<file path="config.mk">
export PLATFORM = sky130hd
export DESIGN_NAME = ipv4_udp_length_checksum_fixup
export DESIGN_NICKNAME = d
export VERILOG_FILES = /design/src/rtl/udpfix_pkg.sv /design/src/rtl/ipv4_udp_length_checksum_fixup.sv
export SDC_FILE = /design/constraint.sdc
export NUM_CORES = 1
export LEC_CHECK = 0
export BUFFER_PORTS_ARGS = -buffer_cell sky130_fd_sc_hd__buf_2
export CORE_ASPECT_RATIO = 0.7
export CORE_MARGIN = 2
export CORE_UTILIZATION = 55
export CTS_CLUSTER_SIZE = 12
export DETAILED_ROUTE_END_ITERATION = 6
export MAX_ROUTING_LAYER = met4
export PLACE_DENSITY = 0.75
export SLEW_MARGIN = 20
export SYNTH_ARGS = -nofsm -noshare
export SYNTH_HDL_FRONTEND = slang
export SYNTH_SLANG_ARGS = --single-unit
</file>
<file path="constraint.sdc">
create_clock -name clk -period 36.3 [get_ports clk]
set_input_delay 9.075 -clock clk [delete_from_list [all_inputs] [get_ports clk]]
set_output_delay 9.075 -clock clk [all_outputs]
set_load 0.02 [all_outputs]
</file>
<file path="src/rtl/udpfix_pkg.sv">
// ----------------------------------------------------------------------------
// udpfix_pkg
// Types, constants and ones' complement helpers for the IPv4/UDP fixup block.
// ----------------------------------------------------------------------------
`default_nettype none

package udpfix_pkg;

    localparam logic [15:0] WordMax      = 16'hffff;
    localparam logic [7:0]  ProtoUdp     = 8'd17;
    localparam logic [15:0] IdxLenWord   = 16'd1;
    localparam logic [15:0] IdxProtoWord = 16'd4;
    localparam logic [15:0] IdxCsumWord  = 16'd5;
    localparam logic [15:0] IdxSrcFirst  = 16'd6;
    localparam logic [15:0] IdxDstLast   = 16'd9;
    localparam logic [15:0] UdpLenOffset = 16'd2;
    localparam logic [15:0] UdpCsOffset  = 16'd3;

    // Everything the final stage needs from a packet once its last word is in.
    typedef struct packed {
        logic [16:0] header_sum;
        logic [16:0] datagram_sum;
        logic        udp;
        logic [15:0] index;
        logic [4:0]  header_words;
        logic        overflow;
        logic        odd;
    } pkt_summary_t;

    // End-around-carry add of one word to a running folded sum.
    function automatic logic [16:0] oc_add(input logic [16:0] acc, input logic [15:0] w);
        logic [17:0] s;
        begin
            s = {1'b0, acc} + {2'b00, w};
            oc_add = {1'b0, s[15:0]} + {15'd0, s[17:16]};
        end
    endfunction

    // Two folds of an 18-bit sum down to 16 bits.
    function automatic logic [15:0] oc_fold(input logic [17:0] s);
        logic [16:0] t1;
        logic [16:0] t2;
        begin
            t1 = {1'b0, s[15:0]} + {15'd0, s[17:16]};
            t2 = {1'b0, t1[15:0]} + {16'd0, t1[16]};
            oc_fold = t2[15:0];
        end
    endfunction

endpackage

`default_nettype wire

</file>
<file path="src/rtl/ipv4_udp_length_checksum_fixup.sv">
// ----------------------------------------------------------------------------
// ipv4_udp_length_checksum_fixup
// Streams an IPv4 packet word by word and, on its last word, produces the
// measured total length, a fresh header checksum and the UDP length and
// checksum including the pseudoheader.
//
//  Channel  Signals                                  Direction  Request
//  item     item_valid, item_ready, word,            in         one packet word
//           last, odd_tail
//  result   result_valid, result_ready,              out        one per packet
//           total_length, header_checksum,
//           udp_length, udp_checksum, is_udp,
//           length_error
//
// One word is accepted every cycle unless the input stalls; the last word of
// a packet reaches its result through the input, accumulate and finishing stages.
// Non-final words keep flowing while a result waits, and one further packet
// end can be held in the summary stage before the input stalls.
// Reset clears all valid flags and the running sums; no clearing pass is needed.
// ----------------------------------------------------------------------------
`default_nettype none

module ipv4_udp_length_checksum_fixup
(
    input  wire logic        clk,
    input  wire logic        rst_n,

    input  wire logic        item_valid,
    output logic             item_ready,
    input  wire logic [15:0] word,
    input  wire logic        last,
    input  wire logic        odd_tail,

    output logic             result_valid,
    input  wire logic        result_ready,
    output logic [15:0]      total_length,
    output logic [15:0]      header_checksum,
    output logic [15:0]      udp_length,
    output logic [15:0]      udp_checksum,
    output logic             is_udp,
    output logic             length_error
);

    // Input register.
    logic        s1_valid_reg;
    logic [15:0] s1_word_reg;
    logic        s1_last_reg;
    logic        s1_odd_reg;

    // Running packet state.
    logic [15:0] word_index_reg,   word_index_next;
    logic [4:0]  header_words_reg, header_words_next;
    logic [16:0] header_sum_reg,   header_sum_next;
    logic [16:0] datagram_sum_reg, datagram_sum_next;
    logic        udp_flag_reg,     udp_flag_next;
    logic        overflow_flag_reg, overflow_flag_next;

    // Summary register and result register.
    logic                     s2_valid_reg;
    udpfix_pkg::pkt_summary_t s2_reg, s2_next;

    logic        result_valid_reg;
    logic [15:0] total_length_reg,    total_length_next;
    logic [15:0] header_checksum_reg, header_checksum_next;
    logic [15:0] udp_length_reg,      udp_length_next;
    logic [15:0] udp_checksum_reg,    udp_checksum_next;
    logic        is_udp_reg;
    logic        length_error_reg,    length_error_next;

    // Flow control.
    logic out_load_ok;
    logic s2_move;
    logic s2_free;
    logic s1_move;
    logic s2_load;
    logic in_accept;

    assign out_load_ok = !result_valid_reg || result_ready;
    assign s2_move     = s2_valid_reg && out_load_ok;
    assign s2_free     = !s2_valid_reg || s2_move;
    assign s1_move     = s1_valid_reg && (!s1_last_reg || s2_free);
    assign s2_load     = s1_move && s1_last_reg;
    assign item_ready  = !s1_valid_reg || s1_move;
    assign in_accept   = item_valid && item_ready;

    // Accumulate stage.
    logic        odd;
    logic [15:0] wm;
    logic [4:0]  hw;
    logic [15:0] hw_ext;
    logic        in_header;
    logic        in_datagram;
    logic        in_addresses;
    logic [16:0] dsum_a;

    always_comb
    begin
        odd          = s1_odd_reg && s1_last_reg;
        wm           = odd ? {s1_word_reg[15:8], 8'h00} : s1_word_reg;
        hw           = (word_index_reg == 16'd0) ? {s1_word_reg[11:8], 1'b0}
                                                 : header_words_reg;
        hw_ext       = {11'd0, hw};
        in_header    = (word_index_reg < hw_ext)
                    && (word_index_reg != udpfix_pkg::IdxLenWord)
                    && (word_index_reg != udpfix_pkg::IdxCsumWord);
        in_datagram  = (word_index_reg >= hw_ext)
                    && (word_index_reg != hw_ext + udpfix_pkg::UdpLenOffset)
                    && (word_index_reg != hw_ext + udpfix_pkg::UdpCsOffset);
        in_addresses = (word_index_reg >= udpfix_pkg::IdxSrcFirst)
                    && (word_index_reg <= udpfix_pkg::IdxDstLast);

        header_sum_next = in_header ? udpfix_pkg::oc_add(header_sum_reg, wm)
                                    : header_sum_reg;
        dsum_a          = in_datagram ? udpfix_pkg::oc_add(datagram_sum_reg, wm)
                                      : datagram_sum_reg;
        datagram_sum_next = in_addresses ? udpfix_pkg::oc_add(dsum_a, wm) : dsum_a;
        udp_flag_next   = (word_index_reg == udpfix_pkg::IdxProtoWord)
                        ? (wm[7:0] == udpfix_pkg::ProtoUdp) : udp_flag_reg;
        header_words_next = hw;

        if (word_index_reg == udpfix_pkg::WordMax)
        begin
            word_index_next    = word_index_reg;
            overflow_flag_next = 1'b1;
        end
        else
        begin
            word_index_next    = word_index_reg + 16'd1;
            overflow_flag_next = overflow_flag_reg;
        end

        s2_next.header_sum   = header_sum_next;
        s2_next.datagram_sum = datagram_sum_next;
        s2_next.udp          = udp_flag_next;
        s2_next.index        = word_index_reg;
        s2_next.header_words = hw;
        s2_next.overflow     = overflow_flag_reg;
        s2_next.odd          = odd;
    end

    // Finishing stage.
    logic [16:0] n_words;
    logic [17:0] n_bytes;
    logic        too_long;
    logic        too_short;
    logic [15:0] hdr_bytes;
    logic [15:0] ucs;

    always_comb
    begin
        n_words   = {1'b0, s2_reg.index} + 17'd1;
        n_bytes   = {n_words, 1'b0} - {17'd0, s2_reg.odd};
        too_long  = s2_reg.overflow || (n_bytes[17:16] != 2'b00);
        total_length_next = too_long ? udpfix_pkg::WordMax : n_bytes[15:0];
        hdr_bytes = {10'd0, s2_reg.header_words, 1'b0};
        too_short = !too_long && (total_length_next < hdr_bytes);
        udp_length_next   = too_short ? 16'd0 : (total_length_next - hdr_bytes);
        length_error_next = too_long || too_short;
        header_checksum_next = ~udpfix_pkg::oc_fold({1'b0, s2_reg.header_sum}
                                                    + {2'b00, total_length_next});
        ucs = ~udpfix_pkg::oc_fold({1'b0, s2_reg.datagram_sum}
                                   + {10'd0, udpfix_pkg::ProtoUdp}
                                   + {1'b0, udp_length_next, 1'b0});
        if (!s2_reg.udp)
        begin
            udp_checksum_next = 16'd0;
        end
        else if (ucs == 16'd0)
        begin
            udp_checksum_next = udpfix_pkg::WordMax;
        end
        else
        begin
            udp_checksum_next = ucs;
        end
    end

    // Control and state registers.
    always_ff @(posedge clk or negedge rst_n)
    begin
        if (!rst_n)
        begin
            s1_valid_reg      <= 1'b0;
            s2_valid_reg      <= 1'b0;
            result_valid_reg  <= 1'b0;
            word_index_reg    <= '0;
            header_words_reg  <= '0;
            header_sum_reg    <= '0;
            datagram_sum_reg  <= '0;
            udp_flag_reg      <= 1'b0;
            overflow_flag_reg <= 1'b0;
        end
        else
        begin
            if (item_ready)
            begin
                s1_valid_reg <= item_valid;
            end
            if (s2_free)
            begin
                s2_valid_reg <= s2_load;
            end
            if (out_load_ok)
            begin
                result_valid_reg <= s2_valid_reg;
            end
            if (s1_move)
            begin
                if (s1_last_reg)
                begin
                    word_index_reg    <= '0;
                    header_words_reg  <= '0;
                    header_sum_reg    <= '0;
                    datagram_sum_reg  <= '0;
                    udp_flag_reg      <= 1'b0;
                    overflow_flag_reg <= 1'b0;
                end
                else
                begin
                    word_index_reg    <= word_index_next;
                    header_words_reg  <= header_words_next;
                    header_sum_reg    <= header_sum_next;
                    datagram_sum_reg  <= datagram_sum_next;
                    udp_flag_reg      <= udp_flag_next;
                    overflow_flag_reg <= overflow_flag_next;
                end
            end
        end
    end

    // Payload registers.
    always_ff @(posedge clk)
    begin
        if (in_accept)
        begin
            s1_word_reg <= word;
            s1_last_reg <= last;
            s1_odd_reg  <= odd_tail;
        end
        if (s2_load)
        begin
            s2_reg <= s2_next;
        end
        if (s2_move)
        begin
            total_length_reg    <= total_length_next;
            header_checksum_reg <= header_checksum_next;
            udp_length_reg      <= udp_length_next;
            udp_checksum_reg    <= udp_checksum_next;
            is_udp_reg          <= s2_reg.udp;
            length_error_reg    <= length_error_next;
        end
    end

    assign result_valid    = result_valid_reg;
    assign total_length    = total_length_reg;
    assign header_checksum = header_checksum_reg;
    assign udp_length      = udp_length_reg;
    assign udp_checksum    = udp_checksum_reg;
    assign is_udp          = is_udp_reg;
    assign length_error    = length_error_reg;

    // The packet state starts afresh after every packet end.
    assert property (@(posedge clk) disable iff (!rst_n)
        s2_load |=> (word_index_reg == 16'd0) && !overflow_flag_reg)
        else $error("packet state not cleared after last word");

    // The overflow flag only rises once the word counter has saturated.
    assert property (@(posedge clk) disable iff (!rst_n)
        overflow_flag_reg |-> (word_index_reg == udpfix_pkg::WordMax))
        else $error("overflow flag without saturated word count");

    // A UDP result never carries a zero checksum, a non-UDP one always does.
    assert property (@(posedge clk) disable iff (!rst_n)
        result_valid_reg |-> (is_udp_reg == (udp_checksum_reg != 16'd0)))
        else $error("UDP checksum inconsistent with protocol flag");

    // A result held back by the sink keeps its total length and UDP checksum.
    assert property (@(posedge clk) disable iff (!rst_n)
        (result_valid_reg && !result_ready) |=> $stable(total_length_reg)
                                              && $stable(udp_checksum_reg))
        else $error("stalled result changed");

endmodule

`default_nettype wire

</file>
==> results of run 1 <==
critical path, stage by stage:
cell and delay (ps):
sky130_fd_sc_hd__buf_2 100, sky130_fd_sc_hd__nor2b_1 330, sky130_fd_sc_hd__nand4_1 190, sky130_fd_sc_hd__buf_2 210
power by group:
part	switching, mW	leakage (nW)	internal (mW)
clock	0.0963	0.362	0.141
combinational	0.496	4.74	0.331
sequential	0.0310	2.14	0.306
routing by layer:
layer	GRT usage [%]	vias to the layer above	wire length (microns)
li1	-	6339	-
met1	41.8	6343	20200
met2	40.0	451	17600
met3	4.58	54	3320
met4	5.35	0	805
met5	-	-	0
worst paths after layout:
check | from | slack [ps] | cells past startpoint | to
max | result_ready | 17320 | 4 | item_ready
min | overflow_flag_reg$_DFFE_PN0P_ | 450 | 0 | s2_reg[1]$_DFFE_PP_
max reg2reg | s2_reg[9]$_DFFE_PP_ | 22000 | 52 | udp_checksum[0]$_SDFFCE_PN0P_
min reg2reg | overflow_flag_reg$_DFFE_PN0P_ | 450 | 0 | s2_reg[1]$_DFFE_PP_
max in group asynchronous | rst_n | 26960 | 2 | word_index_reg[11]$_DFFE_PN0P_
min in group asynchronous | rst_n | 8720 | 2 | datagram_sum_reg[0]$_DFFE_PN0P_
synthesized netlist by cell type (27+ instances only):
library cell and instances:
sky130_fd_sc_hd__nand2b_1 29, sky130_fd_sc_hd__inv_1 68, sky130_fd_sc_hd__nor2_1 113, sky130_fd_sc_hd__xor2_1 75, sky130_fd_sc_hd__a22o_1 31, sky130_fd_sc_hd__xnor2_1 112
sky130_fd_sc_hd__dfrtp_1 60, sky130_fd_sc_hd__ha_1 130, sky130_fd_sc_hd__a21oi_1 83, sky130_fd_sc_hd__edfxtp_1 142, sky130_fd_sc_hd__o21ai_0 91, sky130_fd_sc_hd__nor2b_1 39
sky130_fd_sc_hd__a21o_1 27, sky130_fd_sc_hd__nor3_1 43, sky130_fd_sc_hd__clkbuf_1 35, sky130_fd_sc_hd__nand3_1 52, sky130_fd_sc_hd__nand4_1 28, sky130_fd_sc_hd__nand2_1 166
kinds of logic (layout without fill, tap and decap cells):
group | Yosys count | in the layout | share of synthesized area [%]
buffers and inverters | 112 | 206 | 2.76
AOI/OAI and AO/OA | 371 | 371 | 15.7
adders and majority gates | 143 | 143 | 11.7
muxes | 36 | 36 | 2.51
xor gates and xnor gates | 189 | 189 | 10.5
DFF | 202 | 202 | 36.1
and+or+nand+nor | 629 | 629 | 20.7
metrics by stage:
stage | hold WS, ps | worst slack, ps
2_1_floorplan | 420 | 17650
5_1_grt | 460 | 17200
3_3_place_gp | 435 | 17360
3_5_place_dp | 431 | 17320
4_1_cts | 444 | 17320
6_report | 447 | 17320
cell type report:
cell class | instances | area (sq um)
Clock buffer | 35 | 671
Tap cell | 378 | 473
Timing Repair Buffer | 97 | 505
Sequential cell | 202 | 5770
Fill cell | 2477 | 11200
Clock inverter | 6 | 87.6
Inverter | 68 | 255
Multi-Input combinational cell | 1368 | 9800
==> impl_results.html, run 1 <==
<table>
<tr><th>Metric</th><th>Value</th></tr>
<tr><th colspan="2">Outcome</th></tr>
<tr><td>Outcome</td><td>completed</td></tr>
<tr><th colspan="2">Drt</th></tr>
<tr><td>DRC violations left</td><td>0</td></tr>
<tr><td>Final wirelength</td><td>41,900 microns</td></tr>
<tr><td>Antenna Nets Post-Route</td><td>0</td></tr>
<tr><td>Pre-antenna DRT Iters</td><td>7</td></tr>
<tr><td>Routed via count</td><td>13,200</td></tr>
<tr><td>Routed via count divided by cell count</td><td>6.12</td></tr>
<tr><td>Wirelength per Cell</td><td>19.4 microns</td></tr>
<tr><td>Count of routing violations after the opening detailed-route iteration</td><td>1,082</td></tr>
<tr><th colspan="2">Power</th></tr>
<tr><td>Post-layout total power</td><td>1.40 mW</td></tr>
<tr><td>Power density over the cells</td><td>79.8 nW/um^2</td></tr>
<tr><td>Leakage Power</td><td>7.24 nW</td></tr>
<tr><td>IR Drop Worst-Case VDD</td><td>0.0364 mV</td></tr>
<tr><th colspan="2">CTS</th></tr>
<tr><td>Resize count post-CTS</td><td>0</td></tr>
<tr><td>Post-CTS Setup Bufs</td><td>0</td></tr>
<tr><td>Clock-pin slew on the worst setup and hold paths</td><td>60 ps</td></tr>
<tr><td>Maximum level of the CTS H-tree</td><td>1</td></tr>
<tr><td>Longest Clk Path Bufs</td><td>3</td></tr>
<tr><td>CTS tree</td><td>yes</td></tr>
<tr><td>Root Driver</td><td>sky130_fd_sc_hd__clkbuf_16</td></tr>
<tr><td>Sink Count</td><td>202</td></tr>
<tr><td>Number of buffers added by the clock tree synthesis step</td><td>23</td></tr>
<tr><td>Later-pin clock latency in the skew report</td><td>530 ps</td></tr>
<tr><td>Post-CTS Hold Fix Bufs</td><td>0</td></tr>
<tr><th colspan="2">Placed design</th></tr>
<tr><td>Gpl congestion</td><td>0.976</td></tr>
<tr><td>Area after DPL</td><td>16,800 sq um</td></tr>
<tr><td>Port bufs</td><td>89</td></tr>
<tr><td>Dpl hpwl</td><td>31,800 microns</td></tr>
<tr><td>Cell count after placement</td><td>2,113</td></tr>
<tr><th colspan="2">Die</th></tr>
<tr><td>Die Span Y</td><td>147 microns</td></tr>
<tr><td>Area of the core</td><td>28,800 sq um</td></tr>
<tr><td>Initial cell density of the core</td><td>55.6%</td></tr>
<tr><td>Site row count</td><td>52</td></tr>
<tr><td>Boundary pin count</td><td>90</td></tr>
<tr><td>Total die area</td><td>30,400 sq um</td></tr>
<tr><td>Die Span X</td><td>208 microns</td></tr>
<tr><th colspan="2">GRT</th></tr>
<tr><td>Wire length of the first global-routing pass</td><td>65,700 microns</td></tr>
<tr><td>Maximum number of pins on one net before global-route repair</td><td>67</td></tr>
<tr><td>Number of global-route vias before repair</td><td>12,100</td></tr>
<tr><td>Total gr overflow</td><td>0</td></tr>
<tr><td>GRT Resource Usage Total</td><td>27.9%</td></tr>
<tr><td>Number of antenna violations at the first check in global routing</td><td>0</td></tr>
<tr><th colspan="2">Critical path</th></tr>
<tr><td>Crit path max fanout</td><td>5</td></tr>
<tr><td>Required time of the critical path</td><td>27,230 ps</td></tr>
<tr><td>Kind of start point of the critical path</td><td>input pin</td></tr>
<tr><td>Critical Path End Type</td><td>output port</td></tr>
<tr><td>Data arrival time of the critical path</td><td>9900 ps</td></tr>
<tr><td>Category of the most critical setup path</td><td>input pin to output port</td></tr>
<tr><th colspan="2">Yosys</th></tr>
<tr><td>Syn Inst Count</td><td>1,682</td></tr>
<tr><td>Portion of synthesized cell area occupied by the leading cell type</td><td>26.7%</td></tr>
<tr><td>Fraction of synthesis flops using an asynchronous set or reset pin</td><td>29.7%</td></tr>
<tr><td>Number of distinct library cells after synthesis</td><td>96</td></tr>
<tr><td>Synthesized flop and latch total</td><td>202</td></tr>
<tr><td>Top post-synthesis cells by area</td><td>sky130_fd_sc_hd__edfxtp_1 (27%), sky130_fd_sc_hd__ha_1 (10%), sky130_fd_sc_hd__dfrtp_1 (9.4%), sky130_fd_sc_hd__xnor2_1 (6.1%), sky130_fd_sc_hd__xor2_1 (4.1%)</td></tr>
<tr><td>Most instantiated flip-flop cell in the synthesis netlist</td><td>sky130_fd_sc_hd__edfxtp_1</td></tr>
<tr><td>Cell area after synthesis</td><td>16,000 sq um</td></tr>
<tr><td>Synthesized net count</td><td>1,845</td></tr>
<tr><td>Largest area contributor in the netlist</td><td>sky130_fd_sc_hd__edfxtp_1</td></tr>
<tr><td>Total number of yosys warnings</td><td>0</td></tr>
<tr><td>Number of synthesized flops with an enable pin</td><td>142</td></tr>
<tr><td>Avg Inst Size Synth</td><td>9.50 sq um</td></tr>
<tr><td>Register area share after synthesis</td><td>36.1%</td></tr>
<tr><th colspan="2">Cells and area</th></tr>
<tr><td>Post-route cell area</td><td>17,600 sq um</td></tr>
<tr><td>P&amp;R area growth vs syn</td><td>9.90%</td></tr>
<tr><td>Most common library cell in the layout ignoring fill and taps</td><td>sky130_fd_sc_hd__nand2_1</td></tr>
<tr><td>Final standard cell utilization of the core</td><td>61.1%</td></tr>
<tr><td>Count of inserted antenna diode cells</td><td>0</td></tr>
<tr><td>Share of post-route cells with drive strength above 1</td><td>11.5%</td></tr>
<tr><td>Final cell count without fillers</td><td>2,154</td></tr>
<tr><td>Most frequent cells in the layout</td><td>sky130_fd_sc_hd__nand2_1 (166), sky130_fd_sc_hd__edfxtp_1 (142), sky130_fd_sc_hd__ha_1 (130)</td></tr>
<tr><td>Number of nets in the layout</td><td>1,923</td></tr>
<tr><td>Max reg flops</td><td>53</td></tr>
<tr><th colspan="2">Timing</th></tr>
<tr><td>Endpoints failing setup</td><td>0</td></tr>
<tr><td>Layout Skew</td><td>11.6 ps</td></tr>
<tr><td>Setup total negative slack</td><td>0 ps</td></tr>
<tr><td>RSZ-0062 raised after global routing</td><td>false</td></tr>
<tr><td>Transition time at the pin with the least slew margin</td><td>1080 ps</td></tr>
<tr><td>Share of the clock period used by the worst path after layout</td><td>52.3%</td></tr>
<tr><td>Max Transition Viols Final</td><td>0</td></tr>
<tr><td>Worst-case headroom to the max-slew limit</td><td>28.0%</td></tr>
<tr><td>Hold Violations, Final</td><td>0</td></tr>
<tr><td>Achievable Freq</td><td>0.0527 GHz</td></tr>
<tr><td>Minimum period implied by the final worst setup slack</td><td>18,980 ps</td></tr>
<tr><th colspan="2">Worst hold path</th></tr>
<tr><td>Class of the tightest hold or removal check</td><td>flip-flop to flip-flop</td></tr>
<tr><th colspan="2">Job</th></tr>
<tr><td>Max-capacitance violation count</td><td>0</td></tr>
</table>
Power figures use the tool's default switching activity.
==> inputs of run 2 (changes only) <==
--- a/config.mk
+++ b/config.mk
@@ -5,6 +5,7 @@
 export SDC_FILE = /design/constraint.sdc
 export NUM_CORES = 1
 export LEC_CHECK = 0
+export ABC_AREA = 1
 export BUFFER_PORTS_ARGS = -buffer_cell sky130_fd_sc_hd__buf_2
 export CORE_ASPECT_RATIO = 0.7
 export CORE_MARGIN = 2
==> constraint.sdc (replaced) <==
create_clock -name clk -period 18.94 [get_ports clk]
set_input_delay 4.735 -clock clk [delete_from_list [all_inputs] [get_ports clk]]
set_output_delay 4.735 -clock clk [all_outputs]
set_load 0.02 [all_outputs]
==> impl_results.html, run 2 <==
<table>
<tr><th>Metric</th><th>Value</th></tr>
<tr><th colspan="2">GRT</th></tr>
<tr><td>GRT Resource Usage Total</td><td>29.8%</td></tr>
<tr><td>Total gr overflow</td><td>0</td></tr>
<tr><td>Number of antenna violations at the first check in global routing</td><td>1</td></tr>
<tr><td>Wire length of the first global-routing pass</td><td>72,500 microns</td></tr>
<tr><td>Number of global-route vias before repair</td><td>13,900</td></tr>
<tr><td>Maximum number of pins on one net before global-route repair</td><td>67</td></tr>
<tr><th colspan="2">Cells and area</th></tr>
<tr><td>Most frequent cells in the layout</td><td>sky130_fd_sc_hd__nand2_1 (655), sky130_fd_sc_hd__inv_1 (342), sky130_fd_sc_hd__nor2_1 (214)</td></tr>
<tr><td>Number of nets in the layout</td><td>2,570</td></tr>
<tr><td>Count of inserted antenna diode cells</td><td>0</td></tr>
<tr><td>Max reg flops</td><td>53</td></tr>
<tr><td>P&amp;R area growth vs syn</td><td>9.89%</td></tr>
<tr><td>Post-route cell area</td><td>18,400 sq um</td></tr>
<tr><td>Most common library cell in the layout ignoring fill and taps</td><td>sky130_fd_sc_hd__nand2_1</td></tr>
<tr><td>Share of post-route cells with drive strength above 1</td><td>8.63%</td></tr>
<tr><td>Final cell count without fillers</td><td>2,835</td></tr>
<tr><th colspan="2">Die</th></tr>
<tr><td>Die Span Y</td><td>150 microns</td></tr>
<tr><td>Site row count</td><td>53</td></tr>
<tr><td>Area of the core</td><td>30,000 sq um</td></tr>
<tr><td>Initial cell density of the core</td><td>55.8%</td></tr>
<tr><td>Boundary pin count</td><td>90</td></tr>
<tr><td>Total die area</td><td>31,900 sq um</td></tr>
<tr><td>Die Span X</td><td>213 microns</td></tr>
<tr><th colspan="2">Critical path</th></tr>
<tr><td>Data arrival time of the critical path</td><td>11,030 ps</td></tr>
<tr><td>Setup slack of the most critical reg-to-reg path</td><td>8280 ps</td></tr>
<tr><td>R2r startpoint</td><td>s2_reg[7]$_DFFE_PP_</td></tr>
<tr><td>Kind of start point of the critical path</td><td>flip-flop</td></tr>
<tr><td>Critical Path End Type</td><td>flip-flop</td></tr>
<tr><td>Crit path max fanout</td><td>15</td></tr>
<tr><td>Category of the most critical setup path</td><td>flip-flop to flip-flop</td></tr>
<tr><td>Required time of the critical path</td><td>19,310 ps</td></tr>
<tr><td>Worst-path cell with the longest stage delay</td><td>sky130_fd_sc_hd__fa_1</td></tr>
<tr><td>Count of cells along the worst register-to-register path</td><td>71</td></tr>
<tr><td>Stage delay of the slowest cell on the critical path</td><td>440 ps</td></tr>
<tr><td>Endpoint of the most critical register-to-register path</td><td>udp_checksum[3]$_SDFFCE_PN0P_</td></tr>
<tr><th colspan="2">Drt</th></tr>
<tr><td>Wirelength per Cell</td><td>16.1 microns</td></tr>
<tr><td>Routed via count divided by cell count</td><td>5.42</td></tr>
<tr><td>Antenna Nets Post-Route</td><td>0</td></tr>
<tr><td>Final wirelength</td><td>45,500 microns</td></tr>
<tr><td>DRC violations left</td><td>0</td></tr>
<tr><td>Count of routing violations after the opening detailed-route iteration</td><td>1,488</td></tr>
<tr><td>Routed via count</td><td>15,400</td></tr>
<tr><td>Pre-antenna DRT Iters</td><td>6</td></tr>
<tr><th colspan="2">Timing</th></tr>
<tr><td>RSZ-0062 raised after global routing</td><td>false</td></tr>
<tr><td>Achievable Freq</td><td>0.0938 GHz</td></tr>
<tr><td>Endpoints failing setup</td><td>0</td></tr>
<tr><td>Setup total negative slack</td><td>0 ps</td></tr>
<tr><td>Max Transition Viols Final</td><td>0</td></tr>
<tr><td>Share of the clock period used by the worst path after layout</td><td>56.3%</td></tr>
<tr><td>Layout Skew</td><td>17.1 ps</td></tr>
<tr><td>Hold Violations, Final</td><td>0</td></tr>
<tr><td>Minimum period implied by the final worst setup slack</td><td>10,660 ps</td></tr>
<tr><td>Worst-case headroom to the max-slew limit</td><td>36.6%</td></tr>
<tr><td>Transition time at the pin with the least slew margin</td><td>951 ps</td></tr>
<tr><th colspan="2">CTS</th></tr>
<tr><td>Resize count post-CTS</td><td>0</td></tr>
<tr><td>CTS tree</td><td>yes</td></tr>
<tr><td>Post-CTS Setup Bufs</td><td>0</td></tr>
<tr><td>Longest Clk Path Bufs</td><td>3</td></tr>
<tr><td>Number of buffers added by the clock tree synthesis step</td><td>23</td></tr>
<tr><td>Root Driver</td><td>sky130_fd_sc_hd__clkbuf_16</td></tr>
<tr><td>Clock-pin slew on the worst setup and hold paths</td><td>60 ps</td></tr>
<tr><td>Maximum level of the CTS H-tree</td><td>1</td></tr>
<tr><td>Post-CTS Hold Fix Bufs</td><td>0</td></tr>
<tr><td>Later-pin clock latency in the skew report</td><td>540 ps</td></tr>
<tr><td>Sink Count</td><td>202</td></tr>
<tr><th colspan="2">Yosys</th></tr>
<tr><td>Most instantiated flip-flop cell in the synthesis netlist</td><td>sky130_fd_sc_hd__edfxtp_1</td></tr>
<tr><td>Synthesized flop and latch total</td><td>202</td></tr>
<tr><td>Cell area after synthesis</td><td>16,800 sq um</td></tr>
<tr><td>Largest area contributor in the netlist</td><td>sky130_fd_sc_hd__edfxtp_1</td></tr>
<tr><td>Portion of synthesized cell area occupied by the leading cell type</td><td>25.4%</td></tr>
<tr><td>Most frequent cell after synthesis</td><td>sky130_fd_sc_hd__nand2_1</td></tr>
<tr><td>Avg Inst Size Synth</td><td>7.27 sq um</td></tr>
<tr><td>Synthesized net count</td><td>2,469</td></tr>
<tr><td>Top cells by count, synth</td><td>sky130_fd_sc_hd__nand2_1 (655), sky130_fd_sc_hd__inv_1 (342), sky130_fd_sc_hd__nor2_1 (216), sky130_fd_sc_hd__nand3_1 (185), sky130_fd_sc_hd__edfxtp_1 (142)</td></tr>
<tr><td>Register area share after synthesis</td><td>34.4%</td></tr>
<tr><td>Top post-synthesis cells by area</td><td>sky130_fd_sc_hd__edfxtp_1 (25%), sky130_fd_sc_hd__nand2_1 (15%), sky130_fd_sc_hd__ha_1 (9.7%), sky130_fd_sc_hd__dfrtp_1 (9.0%), sky130_fd_sc_hd__inv_1 (7.7%)</td></tr>
<tr><td>Number of distinct library cells after synthesis</td><td>56</td></tr>
<tr><td>Syn Inst Count</td><td>2,306</td></tr>
<tr><td>Fraction of synthesis flops using an asynchronous set or reset pin</td><td>29.7%</td></tr>
<tr><td>Total number of yosys warnings</td><td>0</td></tr>
<tr><td>Number of synthesized flops with an enable pin</td><td>142</td></tr>
<tr><th colspan="2">Placed design</th></tr>
<tr><td>Port bufs</td><td>89</td></tr>
<tr><td>Area after DPL</td><td>17,700 sq um</td></tr>
<tr><td>Gpl congestion</td><td>0.981</td></tr>
<tr><td>Cell count after placement</td><td>2,794</td></tr>
<tr><td>Dpl hpwl</td><td>36,300 microns</td></tr>
<tr><th colspan="2">Power</th></tr>
<tr><td>Net switching component of the power</td><td>1.62 mW</td></tr>
<tr><td>Clock network fraction of total power</td><td>14.0%</td></tr>
<tr><td>Switching Share</td><td>51.7%</td></tr>
<tr><td>Combinational share of power</td><td>64.6%</td></tr>
<tr><td>IR Drop Worst-Case VDD</td><td>0.0806 mV</td></tr>
<tr><td>Sequential share of power</td><td>21.4%</td></tr>
<tr><td>Total internal power</td><td>1.51 mW</td></tr>
<tr><td>Power density over the cells</td><td>170 nW/um^2</td></tr>
<tr><td>Leakage Power</td><td>9.19 nW</td></tr>
<tr><th colspan="2">Outcome</th></tr>
<tr><td>Outcome</td><td>completed</td></tr>
<tr><th colspan="2">Worst hold path</th></tr>
<tr><td>Hold EP</td><td>s2_reg[1]$_DFFE_PP_</td></tr>
<tr><td>Hold depth</td><td>0</td></tr>
<tr><td>Class of the tightest hold or removal check</td><td>flip-flop to flip-flop</td></tr>
<tr><td>Beginning of the worst hold path</td><td>overflow_flag_reg$_DFFE_PN0P_</td></tr>
<tr><th colspan="2">Job</th></tr>
<tr><td>Max-capacitance violation count</td><td>0</td></tr>
</table>
run 2: changes by cell type in the layout (fill, tap and decap cells not counted), moves of 38 or more:
cell	previous run	this run
sky130_fd_sc_hd__inv_1	68	342
sky130_fd_sc_hd__nand2_1	166	655
sky130_fd_sc_hd__nand3_1	52	185
sky130_fd_sc_hd__nor2_1	111	214
sky130_fd_sc_hd__nor2b_1	38	0
sky130_fd_sc_hd__xnor2_1	112	36
run 2: metrics by stage:
step,setup slack (ps),hold slack (ps),utilization [%],total power [mW]
floorplan,9010,420,-,2.17
global placement,8650,438,58.9,2.62
detailed placement,8390,450,58.9,2.65
CTS,8370,465,61.3,3.10
global route,7010,480,61.3,3.43
finish,8280,465,61.3,3.13
run 2: worst max-delay path, delay by kind of cell (launching register included):
kind | cells | cell delay (ps)
flip-flops | 1 | 400
adder cells (fa/ha/maj) | 8 | 2220
buffers and inverters | 5 | 590
XOR/XNOR | 2 | 490
AO/OA/AOI/OAI | 3 | 540
AND/OR/NAND/NOR | 53 | 6240
run 2: final cells by class:
cell class	count	area, sq um
Clock buffer	35	631
Clock inverter	6	90.1
Fill cell	2678	11600
Inverter	353	1330
Multi-Input combinational cell	1732	9610
Sequential cell	202	5770
Tap cell	412	515
Timing Repair Buffer	95	490
run 2: power groups by stage:
stage | sequential, mW | clock, mW | combinational (mW)
floorplan | 0.672 | 0 | 1.50
global placement | 0.673 | 0 | 1.94
detailed placement | 0.673 | 0 | 1.97
CTS | 0.666 | 0.446 | 1.99
global route | 0.677 | 0.466 | 2.29
finish | 0.669 | 0.439 | 2.02
run 2: how the worst max path moves through the flow:
stage               slack, ps                       endpoint                start  depth (start not counted)
global placement         8650                     item_ready         result_ready                          4
floorplan                9010                     item_ready         result_ready                          2
detailed placement       8390  udp_checksum[3]$_SDFFCE_PN0P_  s2_reg[7]$_DFFE_PP_                         71
finish                   8280  udp_checksum[3]$_SDFFCE_PN0P_  s2_reg[7]$_DFFE_PP_                         71
CTS                      8370  udp_checksum[3]$_SDFFCE_PN0P_  s2_reg[7]$_DFFE_PP_                         71
global route             7010  udp_checksum[3]$_SDFFCE_PN0P_  s2_reg[7]$_DFFE_PP_                         71
run 2: metal layers:
metal | vias up | part of all wire (%) | global-route usage [%]
met5 | - | 0 | -
met2 | 542 | 42 | 43.8
met3 | 48 | 7.9 | 5.11
met1 | 7011 | 49 | 43.7
met4 | 0 | 1.6 | 5.31
li1 | 7754 | - | -
run 2: cells by family after synthesis:
group | count (synthesis) | share of synthesized area [%]
compound gates | 252 | 8.60
buf+inv | 372 | 8.48
simple gates | 1237 | 32.2
fa+ha+maj | 141 | 11.0
flops | 202 | 34.4
xor+xnor | 102 | 5.37
